`config.mk`:
```
export PLATFORM = sky130hd
export DESIGN_NAME = mppt_incremental_conductance
export DESIGN_NICKNAME = d
export VERILOG_FILES = /design/src/hw/rtl/mppt_ic_pkg.sv /design/src/hw/rtl/mppt_ic_regs.sv /design/src/hw/rtl/mppt_ic_core.sv /design/src/hw/rtl/mppt_incremental_conductance.sv
export VERILOG_INCLUDE_DIRS = /design/src /design/src/hw/rtl
export SDC_FILE = /design/constraint.sdc
export NUM_CORES = 2
export LEC_CHECK = 0
export ABC_AREA = 0
export BUFFER_PORTS_ARGS = -buffer_cell sky130_fd_sc_hd__buf_2
export CORE_MARGIN = 5
export CORE_UTILIZATION = 41
export CTS_CLUSTER_DIAMETER = 80
export DETAILED_ROUTE_END_ITERATION = 7
export SLEW_MARGIN = 20
export SYNTH_ARGS = -nofsm -noshare
export SYNTH_HDL_FRONTEND = slang
export SYNTH_SLANG_ARGS = --single-unit
```
`constraint.sdc`:
```
create_clock -name clk -period 21.8 [get_ports clk]
set_input_delay 4.36 -clock clk [delete_from_list [all_inputs] [get_ports clk]]
set_output_delay 4.36 -clock clk [all_outputs]
set_load 0.1 [all_outputs]
```
`src/hw/rtl/mppt_incremental_conductance_macros.svh`:
```
// Assertion macros used by the incremental conductance tracker core.
`ifndef MPPT_INCREMENTAL_CONDUCTANCE_MACROS_SVH
`define MPPT_INCREMENTAL_CONDUCTANCE_MACROS_SVH

`ifndef SYNTH
// Property that must hold at every clock edge outside reset.
`define MIC_ASSERT(lbl, clk, rst_n, prop, msg) \
  lbl: assert property (@(posedge clk) disable iff (!rst_n) (prop)) else $error(msg);
// Consequent must hold in the cycle after the antecedent.
`define MIC_ASSERT_NEXT(lbl, clk, rst_n, ante, cons, msg) \
  lbl: assert property (@(posedge clk) disable iff (!rst_n) (ante) |=> (cons)) else $error(msg);
`else
`define MIC_ASSERT(lbl, clk, rst_n, prop, msg)
`define MIC_ASSERT_NEXT(lbl, clk, rst_n, ante, cons, msg)
`endif

`endif

```
`src/hw/rtl/mppt_ic_pkg.sv`:
```
// Shared types, constants and register codes of the incremental conductance tracker.
`default_nettype none

package mppt_ic_pkg;

  localparam int SAMPLE_BITS_DEF = 12;
  localparam int PWM_BITS_DEF    = 8;

  localparam int DUTY_BITS = 16;
  localparam int BAND_BITS = 12;
  localparam int APB_DATA_W = 32;
  localparam int APB_ADDR_W = 5;
  localparam int REG_IDX_W  = APB_ADDR_W - 2;

  // register indexes, byte address = 4 * index
  localparam logic [REG_IDX_W-1:0] REG_FINE_BAND    = 3'd0;
  localparam logic [REG_IDX_W-1:0] REG_COARSE_STEP  = 3'd1;
  localparam logic [REG_IDX_W-1:0] REG_FINE_STEP    = 3'd2;
  localparam logic [REG_IDX_W-1:0] REG_DUTY_FLOOR   = 3'd3;
  localparam logic [REG_IDX_W-1:0] REG_DUTY_CEILING = 3'd4;

  localparam logic [BAND_BITS-1:0] FINE_BAND_RST    = 12'd1;
  localparam logic [DUTY_BITS-1:0] COARSE_STEP_RST  = 16'd655;
  localparam logic [DUTY_BITS-1:0] FINE_STEP_RST    = 16'd66;
  localparam logic [DUTY_BITS-1:0] DUTY_FLOOR_RST   = 16'd3277;
  localparam logic [DUTY_BITS-1:0] DUTY_CEILING_RST = 16'd62259;
  localparam logic [DUTY_BITS-1:0] DUTY_HALF        = 16'd32768;

  typedef struct packed {
    logic [BAND_BITS-1:0] fine_band;
    logic [DUTY_BITS-1:0] coarse_step;
    logic [DUTY_BITS-1:0] fine_step;
    logic [DUTY_BITS-1:0] duty_floor;
    logic [DUTY_BITS-1:0] duty_ceiling;
  } cfg_t;

  typedef struct packed {
    logic at_peak;
    logic fine_mode;
  } stat_t;

endpackage

`default_nettype wire

```
`src/hw/rtl/mppt_ic_regs.sv`:
```
// APB configuration registers of the incremental conductance tracker.
`default_nettype none

module mppt_ic_regs (
  input  wire logic                               clk,
  input  wire logic                               rst_n,
  input  wire logic                               psel,
  input  wire logic                               penable,
  input  wire logic                               pwrite,
  input  wire logic [mppt_ic_pkg::APB_ADDR_W-1:0] paddr,
  input  wire logic [mppt_ic_pkg::APB_DATA_W-1:0] pwdata,
  output logic      [mppt_ic_pkg::APB_DATA_W-1:0] prdata,
  output logic                                    pready,
  output mppt_ic_pkg::cfg_t                       cfg
);
  import mppt_ic_pkg::*;

  cfg_t                 cfg_r;
  cfg_t                 cfg_nxt;
  logic                 wr_en;
  logic [REG_IDX_W-1:0] reg_idx;

  assign pready  = 1'b1;
  assign wr_en   = psel & penable & pwrite;
  assign reg_idx = paddr[APB_ADDR_W-1:2];
  assign cfg     = cfg_r;

  always_comb begin
    cfg_nxt = cfg_r;
    if (wr_en) begin
      unique case (reg_idx)
        REG_FINE_BAND:    cfg_nxt.fine_band    = pwdata[BAND_BITS-1:0];
        REG_COARSE_STEP:  cfg_nxt.coarse_step  = pwdata[DUTY_BITS-1:0];
        REG_FINE_STEP:    cfg_nxt.fine_step    = pwdata[DUTY_BITS-1:0];
        REG_DUTY_FLOOR:   cfg_nxt.duty_floor   = pwdata[DUTY_BITS-1:0];
        REG_DUTY_CEILING: cfg_nxt.duty_ceiling = pwdata[DUTY_BITS-1:0];
        default:          cfg_nxt = cfg_r;
      endcase
    end
  end

  always_comb begin
    unique case (reg_idx)
      REG_FINE_BAND:    prdata = APB_DATA_W'(cfg_r.fine_band);
      REG_COARSE_STEP:  prdata = APB_DATA_W'(cfg_r.coarse_step);
      REG_FINE_STEP:    prdata = APB_DATA_W'(cfg_r.fine_step);
      REG_DUTY_FLOOR:   prdata = APB_DATA_W'(cfg_r.duty_floor);
      REG_DUTY_CEILING: prdata = APB_DATA_W'(cfg_r.duty_ceiling);
      default:          prdata = '0;
    endcase
  end

  always_ff @(posedge clk) begin
    if (!rst_n) begin
      cfg_r.fine_band    <= FINE_BAND_RST;
      cfg_r.coarse_step  <= COARSE_STEP_RST;
      cfg_r.fine_step    <= FINE_STEP_RST;
      cfg_r.duty_floor   <= DUTY_FLOOR_RST;
      cfg_r.duty_ceiling <= DUTY_CEILING_RST;
    end else begin
      cfg_r <= cfg_nxt;
    end
  end

endmodule

`default_nettype wire

```
`src/hw/rtl/mppt_ic_core.sv`:
```
// Tracker state and combinational incremental conductance decision and duty update.
`default_nettype none
`include "mppt_incremental_conductance_macros.svh"

module mppt_ic_core #(
  parameter int SAMPLE_BITS = mppt_ic_pkg::SAMPLE_BITS_DEF,
  parameter int PWM_BITS    = mppt_ic_pkg::PWM_BITS_DEF
) (
  input  wire logic                              clk,
  input  wire logic                              rst_n,
  input  wire logic                              step_en,
  input  wire logic [SAMPLE_BITS-1:0]            voltage,
  input  wire logic [SAMPLE_BITS-1:0]            current,
  input  wire mppt_ic_pkg::cfg_t                 cfg,
  output logic      [mppt_ic_pkg::DUTY_BITS-1:0] duty_value,
  output logic      [PWM_BITS-1:0]               pwm_level,
  output mppt_ic_pkg::stat_t                     stat
);
  import mppt_ic_pkg::*;

  localparam int DIFF_W  = SAMPLE_BITS + 1;
  localparam int PROD_W  = 2 * SAMPLE_BITS + 2;
  localparam int SUM_W   = PROD_W + 1;
  localparam int POW_W   = 2 * SAMPLE_BITS;
  localparam int DP_W    = POW_W + 1;
  localparam int DSUM_W  = DUTY_BITS + 2;
  localparam int CMP_W   = (SAMPLE_BITS > BAND_BITS) ? SAMPLE_BITS : BAND_BITS;
  localparam int SCALE_W = DUTY_BITS + PWM_BITS;

  logic [SAMPLE_BITS-1:0] last_voltage_r;
  logic [SAMPLE_BITS-1:0] last_current_r;
  logic [POW_W-1:0]       last_power_r;
  logic [DUTY_BITS-1:0]   duty_now_r;

  logic signed [DIFF_W-1:0] dv;
  logic signed [DIFF_W-1:0] di;
  logic signed [DIFF_W-1:0] v_s;
  logic signed [DIFF_W-1:0] i_s;
  logic signed [PROD_W-1:0] di_v;
  logic signed [PROD_W-1:0] i_dv;
  logic signed [SUM_W-1:0]  cross_sum;
  logic signed [SUM_W-1:0]  cross_adj;
  logic [POW_W-1:0]         power;
  logic signed [DP_W-1:0]   dp;
  logic [SAMPLE_BITS-1:0]   dv_mag;
  logic                     fine;
  logic                     step_up;
  logic                     step_down;
  logic                     peak;
  logic [DUTY_BITS-1:0]     duty_step;
  logic signed [DSUM_W-1:0] duty_sum;
  logic signed [DSUM_W-1:0] floor_s;
  logic signed [DSUM_W-1:0] ceil_s;
  logic [DUTY_BITS-1:0]     duty_clamped;
  logic [DUTY_BITS-1:0]     duty_nxt;
  logic [SCALE_W-1:0]       duty_scaled;

  assign v_s = $signed({1'b0, voltage});
  assign i_s = $signed({1'b0, current});
  assign dv  = v_s - $signed({1'b0, last_voltage_r});
  assign di  = i_s - $signed({1'b0, last_current_r});

  // dI*V + I*dV, sign flipped for a falling voltage
  assign di_v      = PROD_W'(di) * PROD_W'(v_s);
  assign i_dv      = PROD_W'(i_s) * PROD_W'(dv);
  assign cross_sum = SUM_W'(di_v) + SUM_W'(i_dv);
  assign cross_adj = dv[DIFF_W-1] ? -cross_sum : cross_sum;

  assign power = POW_W'(voltage) * POW_W'(current);
  assign dp    = $signed({1'b0, power}) - $signed({1'b0, last_power_r});

  assign dv_mag = dv[DIFF_W-1] ? SAMPLE_BITS'(-dv) : SAMPLE_BITS'(dv);
  assign fine   = CMP_W'(dv_mag) < CMP_W'(cfg.fine_band);

  always_comb begin
    if (dv == '0) begin
      step_up   = !dp[DP_W-1] && (dp != '0);
      step_down = dp[DP_W-1];
    end else begin
      step_up   = !cross_adj[SUM_W-1] && (cross_adj != '0);
      step_down = cross_adj[SUM_W-1];
    end
  end

  assign peak      = !step_up && !step_down;
  assign duty_step = fine ? cfg.fine_step : cfg.coarse_step;
  assign duty_sum  = step_up ? $signed({2'b00, duty_now_r}) + $signed({2'b00, duty_step})
                             : $signed({2'b00, duty_now_r}) - $signed({2'b00, duty_step});
  assign floor_s   = $signed({2'b00, cfg.duty_floor});
  assign ceil_s    = $signed({2'b00, cfg.duty_ceiling});

  // floor above the ceiling: a sum below the floor takes the floor, any other the ceiling
  always_comb begin
    priority if (duty_sum < floor_s) begin
      duty_clamped = cfg.duty_floor;
    end else if (duty_sum > ceil_s) begin
      duty_clamped = cfg.duty_ceiling;
    end else begin
      duty_clamped = duty_sum[DUTY_BITS-1:0];
    end
  end

  assign duty_nxt = peak ? duty_now_r : duty_clamped;

  // duty * (2^PWM_BITS - 1) as shift and subtract, keep the bits above Q0.16
  assign duty_scaled = {duty_nxt, PWM_BITS'(0)} - SCALE_W'(duty_nxt);

  assign duty_value     = duty_nxt;
  assign pwm_level      = duty_scaled[DUTY_BITS +: PWM_BITS];
  assign stat.at_peak   = peak;
  assign stat.fine_mode = fine;

  always_ff @(posedge clk) begin
    if (!rst_n) begin
      last_voltage_r <= '0;
      last_current_r <= '0;
      last_power_r   <= '0;
      duty_now_r     <= DUTY_HALF;
    end else if (step_en && !peak) begin
      last_voltage_r <= voltage;
      last_current_r <= current;
      last_power_r   <= power;
      duty_now_r     <= duty_clamped;
    end
  end

  `MIC_ASSERT_NEXT(a_peak_holds, clk, rst_n, step_en && peak, $stable(duty_now_r) && $stable(last_power_r), "duty or history moved at the peak")
  `MIC_ASSERT_NEXT(a_history_taken, clk, rst_n, step_en && !peak, last_voltage_r == $past(voltage) && last_current_r == $past(current), "history not updated after a step")
  `MIC_ASSERT_NEXT(a_duty_clamped, clk, rst_n, step_en && !peak, duty_now_r >= $past(cfg.duty_floor) || duty_now_r == $past(cfg.duty_ceiling), "duty left the clamp range")

endmodule

`default_nettype wire

```
`src/hw/rtl/mppt_incremental_conductance.sv`:
```
// Top level of the incremental conductance maximum power point tracker.
`default_nettype none

// Takes one voltage/current sample pair per beat and returns one beat per pair: the
// new Q0.16 duty, its PWM level, and the peak and fine-step flags. One pair is taken
// every clock cycle while the output is not held back; a result passes the input
// register, then the result register, before it is presented on the output. The
// rate is set by the state loop: the two cross products, the duty add and the
// clamp are combinational so that each pair sees the history left by the one
// before. in_tready falls only while both the input register and the result
// register hold beats and out_tready is low.
// Registers (APB, byte address 4*i): fine_band, coarse_step, fine_step, duty_floor,
// duty_ceiling.
module mppt_incremental_conductance #(
  parameter int SAMPLE_BITS = mppt_ic_pkg::SAMPLE_BITS_DEF,
  parameter int PWM_BITS    = mppt_ic_pkg::PWM_BITS_DEF,
  parameter int IN_DATA_W   = ((2 * SAMPLE_BITS + 7) / 8) * 8,
  parameter int OUT_DATA_W  = ((mppt_ic_pkg::DUTY_BITS + PWM_BITS + 2 + 7) / 8) * 8
) (
  input  wire logic                               clk,
  input  wire logic                               rst_n,
  input  wire logic                               in_tvalid,
  output logic                                    in_tready,
  // voltage_sample, current_sample, zero pad
  input  wire logic [IN_DATA_W-1:0]               in_tdata,
  output logic                                    out_tvalid,
  input  wire logic                               out_tready,
  // duty_value, pwm_level, at_peak, fine_mode, zero pad
  output logic      [OUT_DATA_W-1:0]              out_tdata,
  input  wire logic                               cfg_psel,
  input  wire logic                               cfg_penable,
  input  wire logic                               cfg_pwrite,
  input  wire logic [mppt_ic_pkg::APB_ADDR_W-1:0] cfg_paddr,
  input  wire logic [mppt_ic_pkg::APB_DATA_W-1:0] cfg_pwdata,
  output logic      [mppt_ic_pkg::APB_DATA_W-1:0] cfg_prdata,
  output logic                                    cfg_pready
);
  import mppt_ic_pkg::*;

  localparam int FIELD_W = DUTY_BITS + PWM_BITS + 2;

  cfg_t cfg;

  logic                   s0_valid_r;
  logic                   s0_valid_nxt;
  logic [SAMPLE_BITS-1:0] s0_voltage_r;
  logic [SAMPLE_BITS-1:0] s0_current_r;
  logic                   out_valid_r;
  logic                   out_valid_nxt;
  logic [FIELD_W-1:0]     out_fields_r;

  logic                   in_beat;
  logic                   out_free;
  logic                   step_en;
  logic [DUTY_BITS-1:0]   duty_value;
  logic [PWM_BITS-1:0]    pwm_level;
  stat_t                  stat;

  mppt_ic_regs u_regs (
    .clk     (clk),
    .rst_n   (rst_n),
    .psel    (cfg_psel),
    .penable (cfg_penable),
    .pwrite  (cfg_pwrite),
    .paddr   (cfg_paddr),
    .pwdata  (cfg_pwdata),
    .prdata  (cfg_prdata),
    .pready  (cfg_pready),
    .cfg     (cfg)
  );

  mppt_ic_core #(
    .SAMPLE_BITS (SAMPLE_BITS),
    .PWM_BITS    (PWM_BITS)
  ) u_core (
    .clk        (clk),
    .rst_n      (rst_n),
    .step_en    (step_en),
    .voltage    (s0_voltage_r),
    .current    (s0_current_r),
    .cfg        (cfg),
    .duty_value (duty_value),
    .pwm_level  (pwm_level),
    .stat       (stat)
  );

  assign out_free  = !out_valid_r || out_tready;
  assign step_en   = s0_valid_r && out_free;
  assign in_tready = !s0_valid_r || out_free;
  assign in_beat   = in_tvalid && in_tready;

  assign s0_valid_nxt  = in_beat ? 1'b1 : (step_en ? 1'b0 : s0_valid_r);
  assign out_valid_nxt = step_en ? 1'b1 : (out_tready ? 1'b0 : out_valid_r);

  always_ff @(posedge clk) begin
    if (!rst_n) begin
      s0_valid_r  <= 1'b0;
      out_valid_r <= 1'b0;
    end else begin
      s0_valid_r  <= s0_valid_nxt;
      out_valid_r <= out_valid_nxt;
    end
  end

  always_ff @(posedge clk) begin
    if (in_beat) begin
      s0_voltage_r <= in_tdata[SAMPLE_BITS-1:0];
      s0_current_r <= in_tdata[2*SAMPLE_BITS-1:SAMPLE_BITS];
    end
    if (step_en) begin
      out_fields_r <= {stat.fine_mode, stat.at_peak, pwm_level, duty_value};
    end
  end

  assign out_tvalid = out_valid_r;
  assign out_tdata  = OUT_DATA_W'(out_fields_r);

endmodule

`default_nettype wire
```
==> results.toml <==
[final_layout]
finalNetCount = 4633
fillerInstances = 7810
sequential_cell_area_sq_um = 4340
proportion_of_layout_cells_with_a_drive_suffix_above_1 = 0.0748
postLayoutCellArea_sq_um = 33800
synthToLayoutAreaGrowth_pct = 6.34
multiInputGateArea_sq_um = 24200

[setup_path]
crit-reg2reg-launch = "s0_current_r[0]"
critPathMostFrequentCell = "inv_1"
startpoint_type = "flip-flop"
critPathKind = "flip-flop to flip-flop"
cp-startpoint = "s0_current_r[0]"
max_stage_delay_ps = 710
worstPathMaxFanout = 23
cp_slowest_cell = "a21oi_2"
cp_data_arrival_time_ps = 18830
endpoint_kind = "flip-flop"
worstPathRequired_ps = 21990

[yosys]
synthesis.instances = 3860
synth_area_sq_um = 31800
post_synth_num_cell_types = 111
synth.most_common_cell = "inv_1"
post_synth_most_frequent_cells = "inv_1 (670), nand2_1 (630), fa_1 (408), ha_1 (321), a21oi_1 (233)"
ys_seq_area_frac = 0.137
synthDominantAreaCellType = "fa_1"
synth-seq-cells = 192
asyncSetResetFlopFracSynth = 0
synth-warning-count = 0
synth.avg_cell_area_sq_um = 8.23
synth_ff_type = "dfxtp_1"
netlist.area_leader.share = 0.257
synth_enable_flop_cells = 50
synth.area.top_cells = "fa_1 (26%), ha_1 (13%), dfxtp_1 (8.9%)"

[sta]
final.setup_skew_ps = 27.4
finalHoldViolCount = 0
setup_tns_ps = 0
setup_ws_ps = 3160
post-route-min-period_ps = 18640
setup-violations-final = 0
fmax_mhz = 53.7
max_slew_margin = 0.240
rsz_0062_raised_after_global_routing = "false"
timing_worst_slew_pin_value_ps = 1140
fin_crit_sh = 0.855
timing_max_transition_violations_final = 0

[detailed_routing]
drc_errors = 0
route.detailed.vias_per_inst = 5.35
met3RoutedLength_mm = 5.63
met2RoutedLength_mm = 41.7
wl_per_cell_um = 18.3
first_iter_violations = 2016
drt-total-wl_mm = 89.7
final_antenna_net_count = 0
wl_met1_mm = 41.3
maxUsedRoutingLayer = "met4"
detail_route.first_pass.iterations = 5
total_number_of_vias = 26170

[grt]
grt_antenna_before_repair = 2
total_congestion_overflow = 0
grtUsageTotal = 0.217
first_global_vias = 25874
largest_net_degree_at_the_start_of_global_routing = 76
grt_first_pass_wirelength_mm = 145

[placement]
dpl_worst_slack_ps = 3220
dp.final_hpwl_mm = 69.0
finalWeightedCongestion = 0.919
detailed_place.area_sq_um = 33200
numPortBuffers = 93

[clock_tree]
cts_htree_levels = 4
clock_insertion_delay_worst_skew_ps = 470
cts_resized = 0
cts.reportedPaths.clkPinSlew_ps = 90
cts_num_sinks = 192
cts-buffers-inserted = 17
clock-root-buffer = "clkbuf_16"
hold_fix_buffers_cts = 0
post_cts.repair.setup_buffers = 0
ctsLongestPathBuffers = 2
cts_tree = "built"

[floorplan]
die_w_um = 288
core_area_sq_um = 77200
num_io_pins = 135
initial_core_util = 0.412
rows = 102
design.die.area_sq_um = 83200
die-height_um = 288

[worst_hold_path]
hold_path_startpoint = "u_core.last_current_r[9]"
min-delay-path-class = "flip-flop to flip-flop"

[run]
timing.max_cap.violations = 0

[run_status]
outcome = "finished clean"
## state kept, by name (all words and copies together), names as in the netlist
| signal | flops |
|---|---|
| s0_voltage_r | 12 |
| out_fields_r | 26 |
| u_regs.cfg | 76 |
| out_tvalid | 1 |
| s0_valid_r | 1 |
| u_core.duty_now_r | 16 |
| s0_current_r | 12 |
| u_core.last_voltage_r | 12 |
| u_core.last_current_r | 12 |
| u_core.last_power_r | 24 |
## worst max-delay path, delay by kind of cell (launching register included)
kind | cells | cell delay, ps
AOI/OAI and AO/OA | 18 | 5890
muxes | 1 | 370
buffers and inverters | 11 | 1210
and+or+nand+nor | 17 | 4530
adders and majority gates | 12 | 5150
DFF | 1 | 370
xor gates and xnor gates | 3 | 780
## cell families (layout without fill, tap and decap cells)
group,count (synthesis),after routing,synth area share
XOR/XNOR,91,91,0.0251
AND/OR/NAND/NOR,1199,1199,0.178
multiplexers,53,53,0.0180
adder cells (fa/ha/maj),729,729,0.383
buffers and inverters,884,852,0.108
flip-flops,192,192,0.137
other,2,24,0.000236
AO/OA/AOI/OAI,710,710,0.150
## layer usage
layer,track usage,vias to the layer above
met5,0,-
met4,0.0316,0
met3,0.0308,68
met2,0.356,768
met1,0.313,12878
li1,-,12456
## layout by cell type, fill, tap and decap left out, types with 61 or more instances in the layout
cell and n:
nor2_1 138, nand2_1 629, inv_1 670, fa_1 408, and2_1 135, a21oi_1 231
buf_2 93, dfxtp_1 142, o21ai_0 86, ha_1 321, xnor2_1 61
## worst paths after layout
path	endpoint	slack, ps	cells past startpoint
setup / recovery	out_fields_r[23]	3160	62
setup reg to reg	out_fields_r[23]	3160	62
hold / removal	u_core.last_current_r[9]	460	2
hold reg to reg	u_core.last_current_r[9]	460	2
## cell type report
cell class,count,share of cell area
Tap cell,1040,0.0385
Clock buffer,17,0.0126
Multi-Input combinational cell,2805,0.715
Inverter,673,0.0748
Antenna cell,1,0.0000740
Timing Repair Buffer,147,0.0258
Clock inverter,15,0.00474
Sequential cell,192,0.129
## through the flow
step | hold slack (ps) | std cells | util
final | 457 | 4890 | 0.438
after detailed placement | 447 | 4857 | 0.430
after CTS | 458 | 4889 | 0.438
after global routing | 474 | 4889 | 0.438
after floorplan | 436 | 3881 | -
after global placement | 443 | 4857 | 0.430
Power is not shown: default switching activity piles up to over one toggle a cycle in this logic, so the estimate is an artifact.
